<file path="src/sv/cda_pkg.sv">
// ----------------------------------------------------------------------------
// cda_pkg
// Shared types, constants and small tables for the calendar date core.
// ----------------------------------------------------------------------------
package cda_pkg;

   // field widths
   localparam int FUNC_W  = 3;
   localparam int AMT_W   = 16;
   localparam int YEAR_W  = 14;
   localparam int MONTH_W = 4;
   localparam int DAY_W   = 5;
   localparam int WDAY_W  = 3;

   // command codes
   typedef enum logic [FUNC_W-1:0] {
      FUNC_LOAD       = 3'd0,
      FUNC_ADD_DAYS   = 3'd1,
      FUNC_ADD_MONTHS = 3'd2,
      FUNC_SUB_MONTHS = 3'd3,
      FUNC_ADD_YEARS  = 3'd4,
      FUNC_SUB_YEARS  = 3'd5
   } func_type;

   typedef struct packed {
      logic [FUNC_W-1:0]  func;
      logic [AMT_W-1:0]   amount;
      logic [YEAR_W-1:0]  load_year;
      logic [MONTH_W-1:0] load_month;
      logic [DAY_W-1:0]   load_day;
   } req_type;

   typedef struct packed {
      logic [YEAR_W-1:0]  out_year;
      logic [MONTH_W-1:0] out_month;
      logic [DAY_W-1:0]   out_day;
      logic [WDAY_W-1:0]  weekday;
      logic               status;
   } rsp_type;

   // months
   localparam logic [MONTH_W-1:0] MONTH_JAN = 4'd1;
   localparam logic [MONTH_W-1:0] MONTH_FEB = 4'd2;
   localparam logic [MONTH_W-1:0] MONTH_MAR = 4'd3;
   localparam logic [MONTH_W-1:0] MONTH_APR = 4'd4;
   localparam logic [MONTH_W-1:0] MONTH_JUN = 4'd6;
   localparam logic [MONTH_W-1:0] MONTH_SEP = 4'd9;
   localparam logic [MONTH_W-1:0] MONTH_NOV = 4'd11;
   localparam logic [MONTH_W-1:0] MONTH_DEC = 4'd12;
   localparam logic [MONTH_W-1:0] MONTHS_PER_YEAR = 4'd12;

   localparam logic [DAY_W-1:0] DAY_FIRST    = 5'd1;
   localparam logic [DAY_W-1:0] DAY_LEAP_FEB = 5'd29;
   localparam logic [DAY_W-1:0] DAY_DEC_LAST = 5'd31;

   // state after reset: 1 January 2001 (not a leap year)
   localparam logic [YEAR_W-1:0] RESET_YEAR = 14'd2001;

   // y / 25 = (y * 5243) >> 17, exact for y < 2**14
   localparam int RECIP25_W = 13;
   localparam logic [RECIP25_W-1:0] RECIP25 = 13'd5243;
   localparam int REC25_SHIFT = 17;
   localparam int Q25_W = YEAR_W + RECIP25_W - REC25_SHIFT;

   // n / 12 = (n * 43691) >> 19, exact for n < 2**16
   localparam int RECIP12_W = 16;
   localparam logic [RECIP12_W-1:0] RECIP12 = 16'd43691;
   localparam int REC12_SHIFT = 19;

   // weekday: year is biased by 400 so Jan/Feb of year 0 stay positive
   localparam int ZY_W = YEAR_W + 1;
   localparam logic [ZY_W-1:0] ZELLER_BIAS = 15'd400;
   localparam logic [MONTH_W-1:0] ZELLER_MONTH_SHIFT = 4'd12;
   // yy / 100 = (yy * 5243) >> 19, exact for yy < 2**15
   localparam int RECIP100_W = 13;
   localparam logic [RECIP100_W-1:0] RECIP100 = 13'd5243;
   localparam int REC100_SHIFT = 19;
   localparam int ZJ_W = 8;   // century, at most 167
   localparam int ZK_W = 7;   // year of century
   localparam int ZS_W = 11;  // weekday sum, at most 1069
   // s / 7 = (s * 2341) >> 14, exact for s < 2**11
   localparam int RECIP7_W = 12;
   localparam logic [RECIP7_W-1:0] RECIP7 = 12'd2341;
   localparam int REC7_SHIFT = 14;
   localparam int ZQ7_W = ZS_W + RECIP7_W - REC7_SHIFT;

   // controller -> datapath
   typedef struct packed {
      logic capture;   // take the request
      logic split;     // amount -> whole years and leftover months
      logic apply;     // main date update
      logic leap;      // refresh leap flag from the year
      logic adjust;    // clamp day / February 29 fixup
      logic day_step;  // one month of day addition
      logic zmul;      // weekday: century
      logic zsum;      // weekday: Zeller sum
      logic zmod;      // weekday: mod 7, load result register
   } cmd_type;

   // datapath -> controller
   typedef struct packed {
      logic [FUNC_W-1:0] func;
      logic              day_fits;      // remaining days fit in this month
      logic              day_year_end;  // current month is December
      logic              day_at_max;    // year at the upper limit
   } stat_type;

   function automatic logic [DAY_W-1:0] month_len(input logic [MONTH_W-1:0] month,
                                                  input logic leap);
      logic [DAY_W-1:0] len;
      unique case (month)
         MONTH_FEB: len = leap ? 5'd29 : 5'd28;
         MONTH_APR, MONTH_JUN, MONTH_SEP, MONTH_NOV: len = 5'd30;
         default: len = 5'd31;
      endcase
      return len;
   endfunction

   // floor(26 * (mm + 1) / 10) for mm in 3..14
   function automatic logic [5:0] zeller_month_term(input logic [MONTH_W-1:0] mm);
      logic [5:0] term;
      unique case (mm)
         4'd3:    term = 6'd10;
         4'd4:    term = 6'd13;
         4'd5:    term = 6'd15;
         4'd6:    term = 6'd18;
         4'd7:    term = 6'd20;
         4'd8:    term = 6'd23;
         4'd9:    term = 6'd26;
         4'd10:   term = 6'd28;
         4'd11:   term = 6'd31;
         4'd12:   term = 6'd33;
         4'd13:   term = 6'd36;
         4'd14:   term = 6'd39;
         default: term = 6'd0;
      endcase
      return term;
   endfunction

endpackage

</file>
<file path="src/sv/cda_ctrl.sv">
// ----------------------------------------------------------------------------
// cda_ctrl
// Sequencer for the date core: walks each request through the datapath steps.
// ----------------------------------------------------------------------------
module cda_ctrl (
   input  logic               clock,
   input  logic               reset,
   input  logic               req_valid,
   output logic               req_stall,
   output logic               rsp_valid,
   input  logic               rsp_stall,
   output cda_pkg::cmd_type   cmd,
   input  cda_pkg::stat_type  stat
);

   typedef enum logic [8:0] {
      ST_IDLE  = 9'b000000001,
      ST_SPLIT = 9'b000000010,
      ST_APPLY = 9'b000000100,
      ST_LEAP  = 9'b000001000,
      ST_ADJ   = 9'b000010000,
      ST_DAYS  = 9'b000100000,
      ST_ZMUL  = 9'b001000000,
      ST_ZSUM  = 9'b010000000,
      ST_ZMOD  = 9'b100000000
   } state_type;

   state_type state_ff, state_in;
   logic      fin_ff, fin_in;        // day addition ended by saturation
   logic      rsp_valid_ff, rsp_valid_in;

   always_comb begin
      state_in     = state_ff;
      fin_in       = fin_ff;
      rsp_valid_in = rsp_valid_ff && rsp_stall;
      cmd          = '0;
      unique case (state_ff)
         ST_IDLE: begin
            if (req_valid) begin
               cmd.capture = 1'b1;
               fin_in      = 1'b0;
               state_in    = ST_SPLIT;
            end
         end
         ST_SPLIT: begin
            cmd.split = 1'b1;
            state_in  = ST_APPLY;
         end
         ST_APPLY: begin
            cmd.apply = 1'b1;
            state_in  = ST_LEAP;
         end
         ST_LEAP: begin
            cmd.leap = 1'b1;
            if (stat.func == cda_pkg::FUNC_ADD_DAYS && !fin_ff) begin
               state_in = ST_DAYS;
            end else begin
               state_in = ST_ADJ;
            end
         end
         ST_ADJ: begin
            cmd.adjust = 1'b1;
            state_in   = ST_ZMUL;
         end
         ST_DAYS: begin
            cmd.day_step = 1'b1;
            priority if (stat.day_fits) begin
               state_in = ST_ZMUL;
            end else if (stat.day_year_end) begin
               // new year (or saturation): leap flag must follow
               fin_in   = stat.day_at_max;
               state_in = ST_LEAP;
            end else begin
               state_in = ST_DAYS;
            end
         end
         ST_ZMUL: begin
            cmd.zmul = 1'b1;
            state_in = ST_ZSUM;
         end
         ST_ZSUM: begin
            cmd.zsum = 1'b1;
            state_in = ST_ZMOD;
         end
         ST_ZMOD: begin
            if (!rsp_valid_ff || !rsp_stall) begin
               cmd.zmod     = 1'b1;
               rsp_valid_in = 1'b1;
               state_in     = ST_IDLE;
            end
         end
         default: begin
            state_in = ST_IDLE;
         end
      endcase
   end

   always_ff @(posedge clock) begin
      if (reset) begin
         state_ff     <= ST_IDLE;
         fin_ff       <= 1'b0;
         rsp_valid_ff <= 1'b0;
      end else begin
         state_ff     <= state_in;
         fin_ff       <= fin_in;
         rsp_valid_ff <= rsp_valid_in;
      end
   end

   assign req_stall = (state_ff != ST_IDLE);
   assign rsp_valid = rsp_valid_ff;

   a_rsp_from_zmod: assert property (@(posedge clock) disable iff (reset)
      $rose(rsp_valid_ff) |-> $past(state_ff == ST_ZMOD))
      else $error("result appeared outside the final weekday step");

   a_zmod_waits: assert property (@(posedge clock) disable iff (reset)
      (state_ff == ST_ZMOD && rsp_valid_ff && rsp_stall) |=> (state_ff == ST_ZMOD))
      else $error("finished result left ZMOD while output register was full");

   a_fin_days_only: assert property (@(posedge clock) disable iff (reset)
      fin_ff |-> (stat.func == cda_pkg::FUNC_ADD_DAYS))
      else $error("saturation flag set outside day addition");

endmodule

</file>
<file path="src/sv/cda_dp.sv">
// ----------------------------------------------------------------------------
// cda_dp
// Date registers, month/year arithmetic, leap flag and weekday pipeline.
// ----------------------------------------------------------------------------
module cda_dp #(
   parameter int AMOUNT_BITS = 16,
   parameter int MAX_YEAR    = 9999
) (
   input  logic               clock,
   input  logic               reset,
   input  cda_pkg::cmd_type   cmd,
   output cda_pkg::stat_type  stat,
   input  cda_pkg::req_type   req_data,
   output cda_pkg::rsp_type   rsp_data
);

   localparam int YW = cda_pkg::YEAR_W;
   localparam int MW = cda_pkg::MONTH_W;
   localparam int DW = cda_pkg::DAY_W;
   localparam int WW = cda_pkg::WDAY_W;
   localparam int NB = (AMOUNT_BITS < cda_pkg::AMT_W) ? AMOUNT_BITS : cda_pkg::AMT_W;
   localparam int CW = (NB > DW) ? NB : DW;
   localparam int SW = ((NB > YW) ? NB : YW) + 2;
   localparam int P25_W  = YW + cda_pkg::RECIP25_W;
   localparam int P12_W  = NB + cda_pkg::RECIP12_W;
   localparam int ZYW    = cda_pkg::ZY_W;
   localparam int P100_W = ZYW + cda_pkg::RECIP100_W;
   localparam int ZJW    = cda_pkg::ZJ_W;
   localparam int ZKW    = cda_pkg::ZK_W;
   localparam int ZSW    = cda_pkg::ZS_W;
   localparam int P7_W   = ZSW + cda_pkg::RECIP7_W;
   localparam int ZQW    = cda_pkg::ZQ7_W;
   localparam int Q25W   = cda_pkg::Q25_W;
   localparam logic [YW-1:0] MAX_Y = YW'(MAX_YEAR);

   // request
   logic [cda_pkg::FUNC_W-1:0] func_ff;
   logic [NB-1:0]              n_ff;
   logic [YW-1:0]              ldy_ff;
   logic [MW-1:0]              ldm_ff;
   logic [DW-1:0]              ldd_ff;

   // date state
   logic [YW-1:0] year_ff,  year_in;
   logic [MW-1:0] month_ff, month_in;
   logic [DW-1:0] day_ff,   day_in;
   logic          leap_ff,  leap_in;
   logic          status_ff, status_in;
   logic [NB-1:0] n_in;

   logic [NB-1:0] q_ff;
   logic [MW-1:0] r_ff;
   logic [ZJW-1:0] zj_ff;
   logic [ZSW-1:0] zsum_ff;
   cda_pkg::rsp_type rsp_ff;

   // ---- leap year: div by 4, and not by 100 unless by 400 ----
   logic [P25_W-1:0] prod25;
   logic [Q25W-1:0]  q25;
   logic [YW-1:0]    q25x25;
   logic             div25, leap_calc;

   assign prod25    = P25_W'(year_ff) * P25_W'(cda_pkg::RECIP25);
   assign q25       = Q25W'(prod25 >> cda_pkg::REC25_SHIFT);
   assign q25x25    = (YW'(q25) << 4) + (YW'(q25) << 3) + YW'(q25);
   assign div25     = (q25x25 == year_ff);
   assign leap_calc = (year_ff[1:0] == 2'd0) && (!div25 || year_ff[3:0] == 4'd0);

   logic [DW-1:0] len;
   assign len = cda_pkg::month_len(month_ff, leap_ff);

   // ---- amount split into years and months ----
   logic [P12_W-1:0] prod12;
   logic [NB-1:0]    q12, r12;
   assign prod12 = P12_W'(n_ff) * P12_W'(cda_pkg::RECIP12);
   assign q12    = NB'(prod12 >> cda_pkg::REC12_SHIFT);
   assign r12    = n_ff - ((q12 << 3) + (q12 << 2));

   // ---- month arithmetic ----
   logic [MW-1:0] month0, madd_wrap, msub_wrap;
   logic [MW:0]   madd, msub;
   logic          mcarry, mborrow;
   logic [SW-1:0] year_x, q_x, n_x, max_x, ny_add, ny_sub, yadd;

   assign month0    = month_ff - MW'(1);
   assign madd      = {1'b0, month0} + {1'b0, r_ff};
   assign mcarry    = (madd >= {1'b0, cda_pkg::MONTHS_PER_YEAR});
   assign madd_wrap = mcarry ? MW'(madd - {1'b0, cda_pkg::MONTHS_PER_YEAR}) : MW'(madd);
   assign msub      = {1'b0, month0} - {1'b0, r_ff};
   assign mborrow   = msub[MW];
   assign msub_wrap = mborrow ? MW'(msub + {1'b0, cda_pkg::MONTHS_PER_YEAR}) : MW'(msub);

   assign year_x = SW'(year_ff);
   assign q_x    = SW'(q_ff);
   assign n_x    = SW'(n_ff);
   assign max_x  = SW'(MAX_Y);
   assign ny_add = year_x + q_x + SW'(mcarry);
   assign ny_sub = year_x - q_x - SW'(mborrow);
   assign yadd   = year_x + n_x;

   // ---- one month of day addition ----
   logic [DW-1:0] left;
   logic [CW-1:0] n_c, left_c;
   logic          day_fits;
   assign left     = len - day_ff;
   assign n_c      = CW'(n_ff);
   assign left_c   = CW'(left);
   assign day_fits = (n_c <= left_c);

   // ---- weekday ----
   logic            early;
   logic [ZYW-1:0]  yy;
   logic [MW-1:0]   mm;
   logic [P100_W-1:0] prod100;
   logic [ZYW-1:0]  k_full;
   logic [ZKW-1:0]  zk;
   logic [ZSW-1:0]  zsum;
   logic [P7_W-1:0] prod7;
   logic [ZQW-1:0]  q7;
   logic [ZSW-1:0]  q7x7;
   logic [WW-1:0]   wd;

   assign early   = (month_ff < cda_pkg::MONTH_MAR);
   assign yy      = ZYW'(year_ff) + cda_pkg::ZELLER_BIAS - ZYW'(early);
   assign mm      = early ? month_ff + cda_pkg::ZELLER_MONTH_SHIFT : month_ff;
   assign prod100 = P100_W'(yy) * P100_W'(cda_pkg::RECIP100);
   assign k_full  = yy - ((ZYW'(zj_ff) << 6) + (ZYW'(zj_ff) << 5) + (ZYW'(zj_ff) << 2));
   assign zk      = k_full[ZKW-1:0];
   assign zsum    = ZSW'(day_ff) + ZSW'(cda_pkg::zeller_month_term(mm)) + ZSW'(zk)
                  + ZSW'(zk >> 2) + ZSW'(zj_ff >> 2) + (ZSW'(zj_ff) << 2) + ZSW'(zj_ff);
   assign prod7   = P7_W'(zsum_ff) * P7_W'(cda_pkg::RECIP7);
   assign q7      = ZQW'(prod7 >> cda_pkg::REC7_SHIFT);
   assign q7x7    = (ZSW'(q7) << 3) - ZSW'(q7);
   assign wd      = WW'(zsum_ff - q7x7);

   // ---- date next-state ----
   always_comb begin
      year_in   = year_ff;
      month_in  = month_ff;
      day_in    = day_ff;
      leap_in   = leap_ff;
      status_in = status_ff;
      n_in      = n_ff;
      priority if (cmd.capture) begin
         status_in = 1'b0;
         n_in      = req_data.amount[NB-1:0];
      end else if (cmd.apply) begin
         unique case (func_ff)
            cda_pkg::FUNC_LOAD: begin
               if (ldy_ff > MAX_Y) begin
                  year_in   = MAX_Y;
                  status_in = 1'b1;
               end else begin
                  year_in = ldy_ff;
               end
               if (ldm_ff == '0) begin
                  month_in = cda_pkg::MONTH_JAN;
               end else if (ldm_ff > cda_pkg::MONTH_DEC) begin
                  month_in = cda_pkg::MONTH_DEC;
               end else begin
                  month_in = ldm_ff;
               end
               day_in = (ldd_ff == '0) ? cda_pkg::DAY_FIRST : ldd_ff;
            end
            cda_pkg::FUNC_ADD_MONTHS: begin
               if (ny_add > max_x) begin
                  year_in   = MAX_Y;
                  month_in  = cda_pkg::MONTH_DEC;
                  day_in    = cda_pkg::DAY_DEC_LAST;
                  status_in = 1'b1;
               end else begin
                  year_in  = YW'(ny_add);
                  month_in = madd_wrap + MW'(1);
               end
            end
            cda_pkg::FUNC_SUB_MONTHS: begin
               if (ny_sub[SW-1]) begin
                  year_in   = '0;
                  month_in  = cda_pkg::MONTH_JAN;
                  day_in    = cda_pkg::DAY_FIRST;
                  status_in = 1'b1;
               end else begin
                  year_in  = YW'(ny_sub);
                  month_in = msub_wrap + MW'(1);
               end
            end
            cda_pkg::FUNC_ADD_YEARS: begin
               if (yadd > max_x) begin
                  year_in   = MAX_Y;
                  month_in  = cda_pkg::MONTH_DEC;
                  day_in    = cda_pkg::DAY_DEC_LAST;
                  status_in = 1'b1;
               end else begin
                  year_in = YW'(yadd);
               end
            end
            cda_pkg::FUNC_SUB_YEARS: begin
               if (n_x > year_x) begin
                  year_in   = '0;
                  month_in  = cda_pkg::MONTH_JAN;
                  day_in    = cda_pkg::DAY_FIRST;
                  status_in = 1'b1;
               end else begin
                  year_in = YW'(year_x - n_x);
               end
            end
            default: begin
            end
         endcase
      end else if (cmd.leap) begin
         leap_in = leap_calc;
      end else if (cmd.adjust) begin
         unique case (func_ff)
            cda_pkg::FUNC_LOAD, cda_pkg::FUNC_ADD_MONTHS, cda_pkg::FUNC_SUB_MONTHS: begin
               if (day_ff > len) begin
                  day_in = len;
               end
            end
            cda_pkg::FUNC_ADD_YEARS, cda_pkg::FUNC_SUB_YEARS: begin
               if (month_ff == cda_pkg::MONTH_FEB && day_ff == cda_pkg::DAY_LEAP_FEB
                   && !leap_ff) begin
                  month_in = cda_pkg::MONTH_MAR;
                  day_in   = cda_pkg::DAY_FIRST;
               end
            end
            default: begin
            end
         endcase
      end else if (cmd.day_step) begin
         if (day_fits) begin
            day_in = day_ff + n_c[DW-1:0];
         end else begin
            n_in   = NB'(n_c - left_c - CW'(1));
            day_in = cda_pkg::DAY_FIRST;
            if (month_ff == cda_pkg::MONTH_DEC) begin
               if (year_ff >= MAX_Y) begin
                  year_in   = MAX_Y;
                  month_in  = cda_pkg::MONTH_DEC;
                  day_in    = cda_pkg::DAY_DEC_LAST;
                  status_in = 1'b1;
               end else begin
                  year_in  = year_ff + YW'(1);
                  month_in = cda_pkg::MONTH_JAN;
               end
            end else begin
               month_in = month_ff + MW'(1);
            end
         end
      end
   end

   always_ff @(posedge clock) begin
      if (reset) begin
         year_ff  <= cda_pkg::RESET_YEAR;
         month_ff <= cda_pkg::MONTH_JAN;
         day_ff   <= cda_pkg::DAY_FIRST;
         leap_ff  <= 1'b0;
      end else begin
         year_ff  <= year_in;
         month_ff <= month_in;
         day_ff   <= day_in;
         leap_ff  <= leap_in;
      end
   end

   always_ff @(posedge clock) begin
      status_ff <= status_in;
      n_ff      <= n_in;
      if (cmd.capture) begin
         func_ff <= req_data.func;
         ldy_ff  <= req_data.load_year;
         ldm_ff  <= req_data.load_month;
         ldd_ff  <= req_data.load_day;
      end
      if (cmd.split) begin
         q_ff <= q12;
         r_ff <= r12[MW-1:0];
      end
      if (cmd.zmul) begin
         zj_ff <= ZJW'(prod100 >> cda_pkg::REC100_SHIFT);
      end
      if (cmd.zsum) begin
         zsum_ff <= zsum;
      end
      if (cmd.zmod) begin
         rsp_ff.out_year  <= year_ff;
         rsp_ff.out_month <= month_ff;
         rsp_ff.out_day   <= day_ff;
         rsp_ff.weekday   <= wd;
         rsp_ff.status    <= status_ff;
      end
   end

   assign stat.func         = func_ff;
   assign stat.day_fits     = day_fits;
   assign stat.day_year_end = (month_ff == cda_pkg::MONTH_DEC);
   assign stat.day_at_max   = (year_ff >= MAX_Y);
   assign rsp_data          = rsp_ff;

   a_month_range: assert property (@(posedge clock) disable iff (reset)
      (month_ff >= cda_pkg::MONTH_JAN) && (month_ff <= cda_pkg::MONTH_DEC))
      else $error("month register out of range");

   a_day_valid: assert property (@(posedge clock) disable iff (reset)
      cmd.zmod |-> (day_ff != '0) && (day_ff <= len))
      else $error("reported day outside its month");

   a_leap_current: assert property (@(posedge clock) disable iff (reset)
      cmd.zmod |-> (leap_ff == leap_calc))
      else $error("leap flag stale at result time");

endmodule

</file>
<file path="src/sv/calendar_date_arithmetic_core.sv">
// ----------------------------------------------------------------------------
// calendar_date_arithmetic_core
// Gregorian date register with load, day/month/year arithmetic and weekday.
// ----------------------------------------------------------------------------
// Holds one date (reset: 1 January 2001). Each request loads a date or adds
// days, adds/subtracts months or adds/subtracts years, and returns exactly one
// response: the new date, its weekday (0 Saturday .. 6 Friday) and a status
// bit that is set when the year saturated (to MAX_YEAR, 31 Dec unless it was
// a load; or to 1 Jan year 0). One request is in work at a time. Load, month
// and year requests pass through the capture, split, apply, leap, adjust and
// weekday steps before the response is registered. Adding days walks one
// month per cycle and returns to the leap step at each new year to refresh
// the leap flag. The next request is taken as soon as the previous one has
// finished its weekday step, even if its response is still stalled.
// ----------------------------------------------------------------------------
module calendar_date_arithmetic_core #(
   parameter int AMOUNT_BITS = 16,   // low bits of amount that are used
   parameter int MAX_YEAR    = 9999  // upper year limit
) (
   input  logic              clock,
   input  logic              reset,
   // request channel
   input  logic              req_valid,
   output logic              req_stall,
   input  cda_pkg::req_type  req_data,
   // response channel
   output logic              rsp_valid,
   input  logic              rsp_stall,
   output cda_pkg::rsp_type  rsp_data
);

   // command/status bundle between sequencer and datapath
   cda_pkg::cmd_type  cmd;
   cda_pkg::stat_type stat;

   // sequencer: one-hot state machine, owns handshakes and response valid
   cda_ctrl u_ctrl (
      .clock     (clock),
      .reset     (reset),
      .req_valid (req_valid),
      .req_stall (req_stall),
      .rsp_valid (rsp_valid),
      .rsp_stall (rsp_stall),
      .cmd       (cmd),
      .stat      (stat)
   );

   // datapath: date registers, reciprocal dividers, weekday pipe,
   // response register
   cda_dp #(
      .AMOUNT_BITS (AMOUNT_BITS),
      .MAX_YEAR    (MAX_YEAR)
   ) u_dp (
      .clock    (clock),
      .reset    (reset),
      .cmd      (cmd),
      .stat     (stat),
      .req_data (req_data),
      .rsp_data (rsp_data)
   );

endmodule
</file>
<file path="config.mk">
export PLATFORM = sky130hd
export DESIGN_NAME = calendar_date_arithmetic_core
export DESIGN_NICKNAME = d
export VERILOG_FILES = /design/src/sv/cda_pkg.sv /design/src/sv/cda_ctrl.sv /design/src/sv/cda_dp.sv /design/src/sv/calendar_date_arithmetic_core.sv
export SDC_FILE = /design/constraint.sdc
export NUM_CORES = 1
export LEC_CHECK = 0
export BUFFER_PORTS_ARGS = -buffer_cell sky130_fd_sc_hd__clkbuf_2
export CELL_PAD_IN_SITES_DETAIL_PLACEMENT = 0
export CELL_PAD_IN_SITES_GLOBAL_PLACEMENT = 1
export CORE_UTILIZATION = 47
export DETAILED_ROUTE_END_ITERATION = 8
export HOLD_SLACK_MARGIN = 0.1
export MAX_ROUTING_LAYER = met4
export PLACE_DENSITY = 0.81
export REMOVE_ABC_BUFFERS = 1
export SKIP_LAST_GASP = 1
export SYNTH_ARGS = -nofsm -noshare
export SYNTH_HDL_FRONTEND = slang
export SYNTH_HIERARCHICAL = 1
export SYNTH_SLANG_ARGS = --single-unit
export TNS_END_PERCENT = 20
</file>
<file path="constraint.sdc">
create_clock -name clock -period 7.6 [get_ports clock]
set_input_delay 0 -clock clock [delete_from_list [all_inputs] [get_ports clock]]
set_output_delay 0 -clock clock [all_outputs]
set_load 0.01 [all_outputs]
</file>
==> impl_metrics.ini <==
[finish]
mostFrequentLayoutCells = inv_1, ha_1, fa_1
fin_area_um2 = 30300
drive_above_1_share_pct = 13.9
layout.nets = 3913
mostFrequentLayoutCell = inv_1
synthToLayoutAreaGrowth_pct = 15.3

[synth]
muxShareOfSynthArea_pct = 0.314
synth_area_um2 = 26300
ys_types = 93
seq_area_frac_synth_pct = 14.8
synth_compound_area_share_pct = 13.1
ys_seq_elements = 141
async_flop_share_pct = 0
avgSynthCellArea_um2 = 9.41
synth_top_cell_by_area = ha_1
synth_top_family_by_area = adder cells
synthFlopType = edfxtp_1
synth_top_cell_area_share_pct = 25.8
syn_inst = 2790
synth_edf_count = 105
synthXorXnorAreaFrac_pct = 5.67
yosys.area_share.simple_pct = 10.5
yosysWarnings = 6
synth_fa_ha_area_share_pct = 46.7
synthTopCellsByArea = ha_1, fa_1, edfxtp_1

[worst_setup_path]
cp_slowest_cell = fa_1
critPathLaunchType = register
cp_max_fo = 2
critPathKind = register to register
cp.arrival_ns = 7.79
rr_endpoint = u_dp/zj_ff[5]$_DFFE_PP_
required_ns = 7.81
rr_worst_depth = 37
cp_slowest_stage_delay_ns = 0.52
end_kind = register
rrSetupSlack_ns = 0.02
r2r_start = u_dp/month_ff[0]$_SDFFE_PP1P_

[sta]
setup-violations-final = 0
hold_violations = 0
max_freq_ghz = 0.132
min_period_over_period_pct = 99.7
holdWs_ns = 0.267
fin_crit_ns = 7.58
relSlewSlack_pct = 20.1
rsz0062_at_grt = true
worstMarginPinSlew_ns = 1.19
skew_ns = 0.0115
slew_violations = 0
finalSetupTns_ns = 0

[drt]
vias = 21200
viasPerCell = 5.56
routed_wl_um = 77000
postRouteAntennaNets = 0
drc = 0
drt_iter0_drc = 1439
drt_first_pass_iters = 5
wire_per_inst_um = 20.2

[pwr]
leakagePower_nw = 15.0
p_per_area_nw_per_um2 = 283
vdd_drop_max_mv = 1.64

[grt]
grt-ovfl-total = 0
grt_pass1_wl_um = 120000
grt_use_total_pct = 28.3
grt_pass1_vias = 21700
grt_antenna_before_repair = 1
grt_max_degree = 63

[floorplanning]
die_h_um = 238
io-pin-count = 75
core_um2 = 55200
die-area_um2 = 56800
start_util_pct = 47.6
row_count = 86
die_w_um = 238

[clocking]
clock_latency_ns = 0.46
cts_tree = yes
clock-sinks = 141
cts_root_buffer = clkbuf_16
path_clk_slew_ns = 0.07
cts_buffers = 17
htreeDepth = 4
cts.path.max_buffers = 2

[outcome]
run_status = finished, final reports clean

[hold_path]
timing.hold.worst.start = req_data[11]
hold_end = u_dp/ldy_ff[2]$_DFFE_PP_
whs_path_depth = 2
hold_path.class = input port to register

[place]
hpwlAfterDp_um = 63700
placed_area_um2 = 28500
port-buffer-count = 74
finalWeightedCongestion = 0.980

[flow_run]
cap_viol_max_count = 0
-- synthesized netlist by cell type, types with 16 or more instances --
library cell,count
dfxtp_1,36
nor4_1,16
o211ai_1,21
xor2_1,40
nand2b_1,29
nor3_1,51
edfxtp_1,105
fa_1,275
and3_1,23
a21o_1,30
o21bai_1,21
ha_1,541
xnor2_1,130
nor2_1,153
a21oi_1,135
nand2_1,93
inv_1,559
o21ai_0,99
nor2b_1,30
nand4_1,19
nand3_1,42
clkbuf_1,34
or2_2,16
-- logic make-up (layout without fill, tap and decap cells) --
kind of cell | count (synthesis) | after routing
and+or+nand+nor | 534 | 534
buffers and inverters | 613 | 887
other | 0 | 1
adders and majority gates | 816 | 816
muxes | 8 | 8
AOI/OAI and AO/OA | 508 | 508
xor gates and xnor gates | 170 | 170
DFF | 141 | 141
-- worst max-delay path, delay by kind of cell (launching register included) --
family / cells / cell delay [ns]
fa+ha+maj: 10 / 3.21
buf+inv: 8 / 0.61
xor+xnor: 2 / 0.30
compound gates: 12 / 2.31
flops: 1 / 0.34
simple gates: 5 / 0.56
-- worst max path at each step --
stage | from | endpoint | slack (ns) | cells after the start
after floorplan | u_dp/year_ff[1]$_SDFFE_PP0P_ | u_dp/zj_ff[7]$_DFFE_PP_ | -0.74 | 31
after global placement | u_dp/month_ff[0]$_SDFFE_PP1P_ | u_dp/zj_ff[7]$_DFFE_PP_ | -0.35 | 35
after detailed placement | u_dp/year_ff[5]$_SDFFE_PP0P_ | u_dp/leap_ff$_SDFFE_PP0P_ | -0.53 | 29
after CTS | u_dp/year_ff[5]$_SDFFE_PP0P_ | u_dp/leap_ff$_SDFFE_PP0P_ | -0.003 | 32
after global routing | u_dp/year_ff[8]$_SDFFE_PP1P_ | u_dp/leap_ff$_SDFFE_PP0P_ | -0.29 | 28
final | u_dp/month_ff[0]$_SDFFE_PP1P_ | u_dp/zj_ff[5]$_DFFE_PP_ | 0.02 | 37
-- metrics by stage --
| stage | power [mW] | utilization, % | instances | worst slack, ns |
|---|---|---|---|---|
| global placement | 7.51 | 51.7 | 3715 | -0.353 |
| CTS | 8.57 | 53.8 | 3800 | -0.00274 |
| global route | 9.55 | 54.8 | 3813 | -0.286 |
| detailed placement | 7.65 | 51.7 | 3715 | -0.535 |
| floorplan | 5.79 | - | 2738 | -0.741 |
| finish | 8.58 | 54.8 | 3813 | 0.0232 |
-- layout make-up --
type                       count  area, um^2
antenna                        1        2.50
clock buffer                  18         439
clock inverter                14         110
fill                        4896       24900
inverter                     561        2110
multi-input combinational   2036       20600
sequential                   141        3880
tap                          748         936
timing repair buffer         294        2180
-- metal layers --
layer,track usage [%],routed length (um),up-vias
met5,-,0,-
met4,7.36,1890,0
met3,3.75,4150,103
met2,47.3,37800,628
met1,36.1,33100,10500
li1,-,-,10000
-- registers in the layout, indices dropped and copies added, names as in the netlist, 8 cells and up --
register,cells
u_dp/zj_ff,8
u_dp/zsum_ff,11
u_dp/year_ff,14
u_ctrl/state_ff,9
u_dp/ldy_ff,14
u_dp/rsp_data,27
u_dp/q_ff,13
u_dp/n_c,16
-- what timing repair did --
| action | in CTS | in global routing |
|---|---|---|
| setup endpoints to repair | 9 | 11 |
| hold endpoints to repair | 53 | 0 |
| hold buffers | 46 | 0 |
| buffers inserted | 7 | 12 |
| pin swaps | 28 | 51 |
| resized for setup | 30 | 88 |
-- report_power, final --
group	switching [mW]	internal (mW)
logic	3.75	2.82
clock network	0.371	0.432
registers	0.0811	1.13
total	4.20	4.38
Power figures use the tool's default switching activity.
